### src/design/lla_pkg.sv
`timescale 1ns / 1ps
// ----------------------------------------------------------------------------
// lla_pkg
// Shared types, register indexes and rule tables for the life-like automaton
// step core.
// ----------------------------------------------------------------------------
package lla_pkg;

  typedef enum logic [1:0] {
    RULE_LIFE      = 2'd0,
    RULE_MAZE      = 2'd1,
    RULE_MAZECTRIC = 2'd2,
    RULE_DAY_NIGHT = 2'd3
  } rule_mode_e;

  localparam logic [1:0] CFG_RULE_MODE   = 2'd0;
  localparam logic [1:0] CFG_LINE_LENGTH = 2'd1;
  localparam logic [1:0] CFG_LINE_COUNT  = 2'd2;

  localparam int unsigned CfgDataW = 13;

  localparam logic [6:0]  LINE_LENGTH_RESET = 7'd16;
  localparam logic [12:0] LINE_COUNT_RESET  = 13'd16;
  localparam logic [12:0] LINE_COUNT_MIN    = 13'd3;
  localparam logic [12:0] LINE_COUNT_MAX    = 13'd4096;

  // Bit n set: birth / survival with n live neighbors.
  localparam logic [8:0] LIFE_BIRTH      = 9'h008;
  localparam logic [8:0] LIFE_SURVIVE    = 9'h00C;
  localparam logic [8:0] MAZE_BIRTH      = 9'h008;
  localparam logic [8:0] MAZE_SURVIVE    = 9'h03E;
  localparam logic [8:0] MAZECT_BIRTH    = 9'h008;
  localparam logic [8:0] MAZECT_SURVIVE  = 9'h01E;
  localparam logic [8:0] DN_BIRTH        = 9'h1C8;
  localparam logic [8:0] DN_SURVIVE      = 9'h1D8;

  // Window bit layout: col*3 + row, center at bit 4.
  function automatic logic judge(rule_mode_e mode, logic [8:0] win);
    logic [3:0] n;
    logic [8:0] birth;
    logic [8:0] survive;
    n = 4'd0;
    for (int i = 0; i < 9; i++) begin
      if (i != 4) begin
        n = n + {3'b000, win[i]};
      end
    end
    case (mode)
      RULE_LIFE: begin
        birth   = LIFE_BIRTH;
        survive = LIFE_SURVIVE;
      end
      RULE_MAZE: begin
        birth   = MAZE_BIRTH;
        survive = MAZE_SURVIVE;
      end
      RULE_MAZECTRIC: begin
        birth   = MAZECT_BIRTH;
        survive = MAZECT_SURVIVE;
      end
      default: begin
        birth   = DN_BIRTH;
        survive = DN_SURVIVE;
      end
    endcase
    return win[4] ? survive[n] : birth[n];
  endfunction

endpackage

### src/design/lla_ram.sv
`timescale 1ns / 1ps
// ----------------------------------------------------------------------------
// lla_ram
// Generic single-write, single-read RAM with registered read data.
// ----------------------------------------------------------------------------
module lla_ram #(
  parameter int unsigned WIDTH = 2,
  parameter int unsigned DEPTH = 64
) (
  input  logic                     clk_i,
  input  logic                     we_i,
  input  logic [$clog2(DEPTH)-1:0] waddr_i,
  input  logic [WIDTH-1:0]         wdata_i,
  input  logic [$clog2(DEPTH)-1:0] raddr_i,
  output logic [WIDTH-1:0]         rdata_o
);

  logic [WIDTH-1:0] mem_q [DEPTH];
  logic [WIDTH-1:0] rdata_q;

  always_ff @(posedge clk_i) begin
    if (we_i) begin
      mem_q[waddr_i] <= wdata_i;
    end
    rdata_q <= mem_q[raddr_i];
  end

  assign rdata_o = rdata_q;

endmodule

### src/design/life_like_automaton_step_core.sv
`timescale 1ns / 1ps
// ----------------------------------------------------------------------------
// life_like_automaton_step_core
// One generation step of a life-like cellular automaton over a scanned grid.
// ----------------------------------------------------------------------------
// Cells enter in scan order, one per cycle while in_stall_o is low; the
// result of a cell leaves line_length+1 transfers after the cell itself.
// After the last grid cell, line_length+1 drain transfers push out the
// remaining results; the final one carries last_cell. Both line stores
// share one RAM word per column, read one position ahead so the window
// update and rule lookup happen in the same cycle as the cell transfer.
// A two-deep output stage lets input keep flowing while a result waits.
// Writing line_length or line_count restarts the generation; rule_mode
// takes effect on the next result.
// ----------------------------------------------------------------------------
module life_like_automaton_step_core
  import lla_pkg::*;
#(
  parameter int unsigned LINE_MAX = 64
) (
  input  logic                clk_i,
  input  logic                rst_ni,
  input  logic                cfg_we_i,
  input  logic [1:0]          cfg_idx_i,
  input  logic [CfgDataW-1:0] cfg_wdata_i,
  input  logic                in_valid_i,
  output logic                in_stall_o,
  input  logic                cell_alive_i,
  input  logic                drain_i,
  output logic                out_valid_o,
  input  logic                out_stall_i,
  output logic                next_alive_o,
  output logic                last_cell_o
);

  localparam int unsigned PosW = $clog2(LINE_MAX);
  localparam int unsigned LenW = $clog2(LINE_MAX + 1);
  localparam int unsigned LW   = (LenW > 7) ? LenW : 7;

  rule_mode_e     rule_mode_q;
  logic [6:0]     line_length_q;
  logic [12:0]    line_count_q;
  logic [PosW-1:0] pos_q, pos_d;
  logic [12:0]    row_q, row_d;
  logic [8:0]     win_q, win_d;

  logic           out_valid_q, skid_valid_q;
  logic [1:0]     out_data_q, skid_data_q;

  logic [LW-1:0]  eff_len;
  logic [12:0]    eff_cnt;
  logic [LW-1:0]  pos_inc;
  logic           in_xfer, item_go, row_lt_cnt, pos_zero;
  logic           bottom, top, mid;
  logic [2:0]     column;
  logic [8:0]     win_shift, judge_win;
  logic           emit, res_valid, res_last, res_next;
  logic           geom_write, restart;
  logic           out_take;
  logic [1:0]     ram_rdata, ram_wdata;

  always_comb begin
    if (line_length_q < 7'd3) begin
      eff_len = LW'(3);
    end else if (LW'(line_length_q) > LW'(LINE_MAX)) begin
      eff_len = LW'(LINE_MAX);
    end else begin
      eff_len = LW'(line_length_q);
    end
    if (line_count_q < LINE_COUNT_MIN) begin
      eff_cnt = LINE_COUNT_MIN;
    end else if (line_count_q > LINE_COUNT_MAX) begin
      eff_cnt = LINE_COUNT_MAX;
    end else begin
      eff_cnt = line_count_q;
    end
  end

  assign in_stall_o = skid_valid_q;
  assign in_xfer    = in_valid_i && !in_stall_o;
  assign row_lt_cnt = row_q < eff_cnt;
  assign item_go    = in_xfer && !(row_lt_cnt && drain_i);
  assign pos_zero   = pos_q == '0;
  assign pos_inc    = LW'(pos_q) + LW'(1);

  // RAM word: bit 1 older line, bit 0 newer line.
  assign bottom    = row_lt_cnt ? cell_alive_i : 1'b0;
  assign top       = (row_q >= 13'd2) ? ram_rdata[1] : 1'b0;
  assign mid       = (row_q != 13'd0) ? ram_rdata[0] : 1'b0;
  assign column    = {bottom, mid, top};
  assign ram_wdata = {ram_rdata[0], bottom};
  assign win_shift = {column, win_q[8:3]};

  always_comb begin
    if (pos_zero) begin
      judge_win = {3'b000, win_q[8:3]};
      emit      = row_q >= 13'd2;
    end else begin
      judge_win = win_shift;
      emit      = row_q != 13'd0;
    end
  end

  assign res_valid  = item_go && emit;
  assign res_next   = judge(rule_mode_q, judge_win);
  assign res_last   = pos_zero && (row_q == 13'(eff_cnt + 13'd1));
  assign geom_write = cfg_we_i &&
                      ((cfg_idx_i == CFG_LINE_LENGTH) || (cfg_idx_i == CFG_LINE_COUNT));
  assign restart    = geom_write || (res_valid && res_last);

  always_comb begin
    pos_d = pos_q;
    row_d = row_q;
    win_d = win_q;
    if (item_go) begin
      win_d = pos_zero ? {column, 6'b000000} : win_shift;
      if (pos_inc >= eff_len) begin
        pos_d = '0;
        row_d = row_q + 13'd1;
      end else begin
        pos_d = PosW'(pos_inc);
      end
    end
    if (restart) begin
      pos_d = '0;
      row_d = '0;
      win_d = '0;
    end
  end

  lla_ram #(
    .WIDTH (2),
    .DEPTH (LINE_MAX)
  ) u_line_ram (
    .clk_i   (clk_i),
    .we_i    (item_go),
    .waddr_i (pos_q),
    .wdata_i (ram_wdata),
    .raddr_i (pos_d),
    .rdata_o (ram_rdata)
  );

  always_ff @(posedge clk_i or negedge rst_ni) begin
    if (!rst_ni) begin
      rule_mode_q   <= RULE_LIFE;
      line_length_q <= LINE_LENGTH_RESET;
      line_count_q  <= LINE_COUNT_RESET;
    end else if (cfg_we_i) begin
      case (cfg_idx_i)
        CFG_RULE_MODE:   rule_mode_q   <= rule_mode_e'(cfg_wdata_i[1:0]);
        CFG_LINE_LENGTH: line_length_q <= cfg_wdata_i[6:0];
        CFG_LINE_COUNT:  line_count_q  <= cfg_wdata_i[12:0];
        default: ;
      endcase
    end
  end

  always_ff @(posedge clk_i or negedge rst_ni) begin
    if (!rst_ni) begin
      pos_q <= '0;
      row_q <= '0;
      win_q <= '0;
    end else begin
      pos_q <= pos_d;
      row_q <= row_d;
      win_q <= win_d;
    end
  end

  // Output register plus skid entry.
  assign out_take = out_valid_q && !out_stall_i;

  always_ff @(posedge clk_i or negedge rst_ni) begin
    if (!rst_ni) begin
      out_valid_q  <= 1'b0;
      skid_valid_q <= 1'b0;
    end else if (skid_valid_q) begin
      if (out_take) begin
        skid_valid_q <= 1'b0;
      end
    end else if (res_valid) begin
      if (out_valid_q && !out_take) begin
        skid_valid_q <= 1'b1;
      end else begin
        out_valid_q <= 1'b1;
      end
    end else if (out_take) begin
      out_valid_q <= 1'b0;
    end
  end

  always_ff @(posedge clk_i) begin
    if (skid_valid_q) begin
      if (out_take) begin
        out_data_q <= skid_data_q;
      end
    end else if (res_valid) begin
      if (out_valid_q && !out_take) begin
        skid_data_q <= {res_next, res_last};
      end else begin
        out_data_q <= {res_next, res_last};
      end
    end
  end

  assign out_valid_o  = out_valid_q;
  assign next_alive_o = out_data_q[1];
  assign last_cell_o  = out_data_q[0];

`ifndef SYNTHESIS
  a_skid_implies_out: assert property (@(posedge clk_i) disable iff (!rst_ni)
    skid_valid_q |-> out_valid_q)
    else $error("skid entry full while output register empty");

  a_pos_in_line: assert property (@(posedge clk_i) disable iff (!rst_ni)
    LW'(pos_q) < eff_len)
    else $error("position past end of line");

  a_row_bound: assert property (@(posedge clk_i) disable iff (!rst_ni)
    row_q <= 13'(eff_cnt + 13'd1))
    else $error("line number past drain region");

  a_final_restarts: assert property (@(posedge clk_i) disable iff (!rst_ni)
    (res_valid && res_last) |=> (pos_q == '0 && row_q == 13'd0 && win_q == 9'd0))
    else $error("generation not restarted after final result");
`endif

endmodule

### config.mk
export PLATFORM = sky130hd
export DESIGN_NAME = life_like_automaton_step_core
export DESIGN_NICKNAME = d
export VERILOG_FILES = /design/src/design/lla_pkg.sv /design/src/design/lla_ram.sv /design/src/design/life_like_automaton_step_core.sv
export SDC_FILE = /design/constraint.sdc
export NUM_CORES = 1
export LEC_CHECK = 0
export BUFFER_PORTS_ARGS = -buffer_cell sky130_fd_sc_hd__buf_2
export CORE_MARGIN = 10
export CORE_UTILIZATION = 30
export CTS_CLUSTER_DIAMETER = 40
export DETAILED_ROUTE_END_ITERATION = 16
export PLACE_DENSITY_LB_ADDON = 0.05
export SYNTH_ARGS = -nofsm -noshare
export SYNTH_HDL_FRONTEND = slang
export SYNTH_HIERARCHICAL = 1
export SYNTH_SLANG_ARGS = --single-unit
### constraint.sdc
create_clock -name clk_i -period 5.1 [get_ports clk_i]
set_clock_uncertainty 0.1 [all_clocks]
set_input_delay 0.765 -clock clk_i [delete_from_list [all_inputs] [get_ports clk_i]]
set_output_delay 0.765 -clock clk_i [all_outputs]
set_load 0.02 [all_outputs]
# Word level (Yosys, flattened, before mapping)
# Memories as Yosys holds them, arrays and structs flattened. A register that Yosys moved wholly into a read port is not among the register bits.
# Index checks and enable logic that the tools add are counted.
[word_totals] romBits=0 register_bits=56 mem_bits_rw=128 latch_bits=0 mem_count=1 input_bits=22 out_inout_bits=4
[mem_list] memory="u_line_ram.mem_q" words=64 word_bits=2 read_ports=1 rd_clocked_by_memory_dff=1 write_ports=1 line="lla_ram.sv:18" source="logic [WIDTH-1:0] mem_q [DEPTH];"
[op_classes] n_eq_ne=8 order_cmp=8 mux=38 div_mod_pow=0 n_reduce_logical=31 addsub=10 shifts=0 n_bitwise=1 multipliers=0
[op_table] op="13-bit two-way mux" count=5
[op_table] op="9-bit two-way mux" count=4
[op_table] op="9-bit one-hot mux with 3 select lines" count=1
[op_table] op="13-bit by 1-bit adder with 13-bit output (second input constant)" count=2
[op_table] op="6-bit two-way mux" count=4
[op_table] op="4-bit by 1-bit adder with 4-bit output" count=4
[op_table] op="1-bit two-way mux" count=16
[op_table] op="7-bit two-way mux" count=2
[op_table] op="13-bit equality test" count=1
[op_table] op="13-bit by 2-bit >= comparator with 1-bit output (second input constant)" count=1
[op_table] op="13-bit greater-than comparator (second input constant)" count=1
[op_table] op="13-bit less-than comparator" count=1
[op_table] op="13-bit by 2-bit less-than comparator with 1-bit output (second input constant)" count=1
[op_table] op="13-bit nonzero test" count=1
[op_table] op="1-bit logical AND" count=9
[op_table] op="3-bit AND reduction" count=3
[op_table] op="1-bit binary-select mux with 4-bit select" count=2
[op_table] op="2-bit two-way mux" count=4
[op_table] op="2-bit AND reduction" count=4
[op_table] op="2-bit nonzero test" count=4
[op_table] op="6-bit by 1-bit adder with 7-bit output (second input constant)" count=1
[op_table] op="7-bit >= comparator" count=1
[op_table] op="7-bit greater-than comparator (second input constant)" count=1
[op_table] op="7-bit by 2-bit less-than comparator with 1-bit output (second input constant)" count=1
[op_table] op="14 further kinds" count=22

# Longest topological paths before layout
[logic_depth] word_depth=19 ltp_mapped=22

# By module
# Netlist, hierarchy kept.
[by_module_without_submodules] mod="lla_ram" cells_per_inst=324 instances=1 seq_area_each_um2=3883.7 area_each_um2=5397.7
[by_module_without_submodules] mod="life_like_automaton_step_core" cells_per_inst=419 instances=1 seq_area_each_um2=1348.8 area_each_um2=3836.2

# Worst setup path after synthesis
# OpenSTA, ideal clock, no wires.
[synth_timing] path_type="reg-to-reg" startpoint="register line_count_q[5]" endpoint="register u_line_ram.rdata_q[0], in the netlist u_line_ram/rdata_o[0] (read register of u_line_ram.mem_q)" t_required_ns=4.880 path_buffers=3 stages_incl_launch_ff=22 arrival_ns=4.541 setup_time_ns=0.120 setup_slack_ns=0.340 cell_sequence="dfrtp_1 > nor4_1 > nand3_1 > a21o_1 > ha_1 > nor2b_1 > o2111ai_1 > a311o_1 > a311o_1 > inv_1 > o21ai_0 > nor4_4 > or2_4 > buf_6 > nor2_1 > buf_6 > buf_6 > mux4_2 > a22oi_1 > a21o_1 > a21oi_1 > a211o_1"
[synth_between] elab_chain_cells=11
[synth_rtl] item="from (decl)" line="life_like_automaton_step_core.sv:42" source="logic [12:0] line_count_q;"
[synth_rtl] item="from (signal assigned)" line="life_like_automaton_step_core.sv:152" source="CFG_LINE_COUNT: line_count_q <= cfg_wdata_i[12:0];"
[synth_rtl] item="13-bit greater-than comparator" line="life_like_automaton_step_core.sv:72" source="end else if (line_count_q > LINE_COUNT_MAX) begin"
[synth_rtl] item="13-bit two-way mux" line="life_like_automaton_step_core.sv:72"
[synth_rtl] item="13-bit two-way mux (*)" line="life_like_automaton_step_core.sv:70" source="if (line_count_q < LINE_COUNT_MIN) begin"
[synth_rtl] item="branches (longest 7 deep; another with 13-bit by 1-bit adder with 13-bit output)"
[synth_rtl] item="6-bit two-way mux (*)" line="life_like_automaton_step_core.sv:124" source="if (restart) begin"
[synth_rtl] item="net pos_d[0]" line="life_like_automaton_step_core.sv:43" source="logic [PosW-1:0] pos_q, pos_d;"
[synth_rtl] item="to (decl)" line="lla_ram.sv:19" source="logic [WIDTH-1:0] rdata_q;"
# Mark *: on every way through the listed nets, which the timed path passes.
# A chain may end at the register's enable or synchronous reset.

# Worst setup path in the final report
[layout_timing] startpoint="register line_count_q[11]" endpoint="register u_line_ram.rdata_q[1], in the netlist u_line_ram/rdata_o[1] (read register of u_line_ram.mem_q)"
# Same word-level chain as after synthesis.

==> flow_metrics.py <==
metrics = {
    "placed_design": {
        "gp_congestion": 0.791,
        "io_buffers": 25,
        "dp_hpwl_mm": 17.0,
        "place_ws_ns": -0.0272,
        "dp_cells": 1182,
    },
    "critical_path": {
        "worstPathRequired_ns": 5.31,
        "cp_max_fo": 14,
        "worst_ep_arrival_time_ns": 5.04,
        "reg2reg_depth": 20,
        "worstSetupPathType": "register to register",
        "ff2ff_setup_slack_ns": 0.27,
        "r2r-start": "line_count_q[11]",
        "r2r_end": "u_line_ram/rdata_o[1]",
        "cp-start-kind": "register",
        "end_kind": "register",
    },
    "timing": {
        "finalCritPeriodShare": 0.946,
        "max_clock_freq_ghz": 0.207,
        "fin_crit_ns": 4.83,
        "drv_slew": 0,
        "hold_violations": 0,
        "setup_viol_count_final": 0,
        "relSlewSlack": 0.443,
        "rsz0062_at_grt": "false",
        "worstMarginPinSlew_ns": 0.835,
        "fin_ws_ns": 0.274,
    },
    "cells_and_area": {
        "regArea_um2": 5230,
        "drive_gt1_frac": 0.220,
        "multiInputGateArea_um2": 3810,
        "n_antenna_cell": 0,
        "layout.filler_cells": 3004,
        "syn_to_final_growth_pct": 16.9,
        "stdcell_count": 1216,
        "layout.nets": 867,
    },
    "global_route": {
        "grt_usage": 0.127,
        "grt_pass1_wl_mm": 37.4,
        "grt_pass1_vias": 6264,
        "grt_max_degree": 65,
        "overflow": 0,
        "antenna_found_initial": 0,
    },
    "pwr": {
        "cellLeakagePower_nw": 3.91,
        "irDropWorstVdd_mv": 0.248,
        "p_per_area_nw_per_um2": 452,
    },
    "die": {
        "dieWidth_um": 195,
        "io_pins": 26,
        "core_um2": 30500,
        "initial_core_util": 0.303,
        "die_area_um2": 38200,
        "die_h_um": 195,
        "rows": 64,
    },
    "yosys": {
        "synth_top_family_by_area": "simple AND/OR/NAND/NOR gates",
        "synth_simple_gate_area_frac": 0.151,
        "synth-xor-area-share": 0.0228,
        "async_reset_ff_frac": 0.268,
        "synth_edf_count": 132,
        "syn_nets": 803,
        "synth_adder_area_share": 0.0547,
        "syn_inst": 743,
        "ys_warn_count": 6,
        "netlist_area_um2": 9230,
        "seq_area_frac_synth": 0.567,
        "muxShareOfSynthArea": 0.109,
        "synth_seq_cells": 183,
        "avgSynthCellArea_um2": 12.4,
        "synth_compound_area_frac": 0.0675,
        "synth.distinct_cells": 65,
        "synth-main-ff-cell": "edfxtp_1",
    },
    "worst_hold_path": {
        "hold_path_class": "input pin to asynchronous set/reset pin",
    },
    "route": {
        "drc": 0,
        "vias": 6003,
        "drt.antenna.violating_nets": 0,
        "vias_per_cell": 4.94,
        "drt_first_pass_iters": 4,
        "wire_per_inst_um": 19.6,
        "drt-initial-drc-count": 436,
        "wirelength_mm": 23.8,
    },
    "clock_network": {
        "cts_buffers": 17,
        "clock-sinks": 183,
        "clkTransAtPathRegs_ns": 0.07,
        "htreeDepth": 4,
        "cts-root-buf": "clkbuf_16",
        "clk_latency_ns": 0.45,
        "cts_tree": "built",
        "cts_buffer_depth": 2,
    },
    "run": {
        "max-cap-violations": 0,
    },
    "outcome": {
        "status": "completed",
    },
}
==> where the power goes <==
group	switching [mW]	leakage [nW]	internal, mW
combinational	0.923	1.78	0.693
sequential	0.105	1.83	1.81
clock	0.641	0.297	0.707
total	1.67	3.91	3.21
==> synthesized netlist by cell type, types with 7 or more instances <==
library cell  instances  area, µm²
a21o_1                8       60.1
a21oi_1              37        185
a22oi_1               8       60.1
clkbuf_1             18       67.6
dfrtp_1              47       1180
edfxtp_1            132       3960
ha_1                 34        425
inv_1                30        113
mux2_2               24        270
mux4_2               30        676
nand2_1              61        229
nand2b_1             13       81.3
nand3_1              30        150
nand3b_1              7       52.6
nand4_1              10       62.6
nor2_1               96        360
nor2b_1              10       62.6
nor3_1               10       50.1
nor4_1                9       56.3
o21ai_0              19       95.1
or3_1                11       68.8
xnor2_1              14        123
xor2_1               10       87.6
==> logic make-up after synthesis <==
| family | count (synthesis) |
|---|---|
| AND/OR/NAND/NOR | 280 |
| flip-flops | 183 |
| AO/OA/AOI/OAI | 99 |
| multiplexers | 60 |
| buffers and inverters | 59 |
| adder cells (fa/ha/maj) | 38 |
| XOR/XNOR | 24 |
==> worst max-delay path, stage by stage (launching register included) <==
cell      delay, ns
dfrtp_1        0.41
nor4_4         0.30
nand3_1        0.13
a21oi_1        0.22
ha_1           0.21
buf_4          0.12
nand3_1        0.08
xor2_1         0.16
o21ai_0        0.13
nor4b_1        0.29
or4b_4         0.53
nor4_4         0.31
or2_4          0.19
buf_4          0.12
nor2_4         0.05
buf_12         0.17
mux4_2         0.46
nand3b_1       0.10
a41oi_1        0.14
a311oi_2       0.34
a311oi_1       0.10
==> area by class of cell <==
type	instances	area share
multi-input combinational	501	0.353
inverter	30	0.0104
tap	396	0.0459
clock buffer	18	0.0398
clock inverter	14	0.0166
timing repair buffer	74	0.0492
sequential	183	0.485
==> worst max-delay path by stage <==
stage                      from                    end
2_1_floorplan   line_count_q[5]  u_line_ram/rdata_o[0]
3_3_place_gp   line_count_q[11]          out_data_q[1]
3_5_place_dp   line_count_q[11]          out_data_q[1]
4_1_cts        line_count_q[11]          out_data_q[1]
5_1_grt         line_count_q[3]          out_data_q[1]
6_report       line_count_q[11]  u_line_ram/rdata_o[1]
==> stage by stage <==
step | hold WS, ns | utilization | power [mW] | area, µm² | setup TNS [ns]
after floorplan | 0.369 | - | 2.99 | 9230 | 0
after CTS | 0.361 | 0.352 | 4.93 | 10700 | 0
after global placement | 0.392 | 0.331 | 3.55 | 10100 | 0
final | 0.342 | 0.354 | 4.88 | 10800 | 0
after detailed placement | 0.388 | 0.331 | 3.56 | 10100 | -0.0272
after global routing | 0.396 | 0.354 | 5.19 | 10800 | 0
==> repair_timing <==
item,in CTS,in global routing
resized for setup,1,9
setup endpoints to repair,1,4
hold buffers,0,0
cloned,0,0
setup buffers,0,2
pin swaps,0,4
==> flip-flops by register name, summed over array words and instances (netlist names) <==
name                count
u_line_ram/mem_q      128
line_count_q           13
row_q                  13
line_length_q           7
pos_q                   6
win_q                   6
out_data_q              2
rule_mode_q             2
skid_data_q             2
u_line_ram/rdata_o      2
in_stall_o              1
out_valid_o             1
==> cell usage in the layout, fill, tap and decap left out, types with 18 or more instances in the layout <==
cell type / netlist / final
nand3_1: 30 / 30
buf_4: 1 / 46
mux4_2: 30 / 30
a21oi_1: 37 / 35
o21ai_0: 19 / 18
edfxtp_1: 132 / 132
mux2_2: 24 / 24
buf_2: 2 / 25
inv_1: 30 / 30
nor2_1: 96 / 95
nand2_1: 61 / 61
ha_1: 34 / 34
dfrtp_1: 47 / 47
==> routing by layer <==
metal,part of all wire,up-vias,GRT usage
met5,0,-,0
li1,-,2878,-
met4,0.011,0,0.0410
met2,0.52,55,0.223
met3,0.017,15,0.0197
met1,0.45,3055,0.154
No activity file was read; power rests on OpenSTA's default activity.
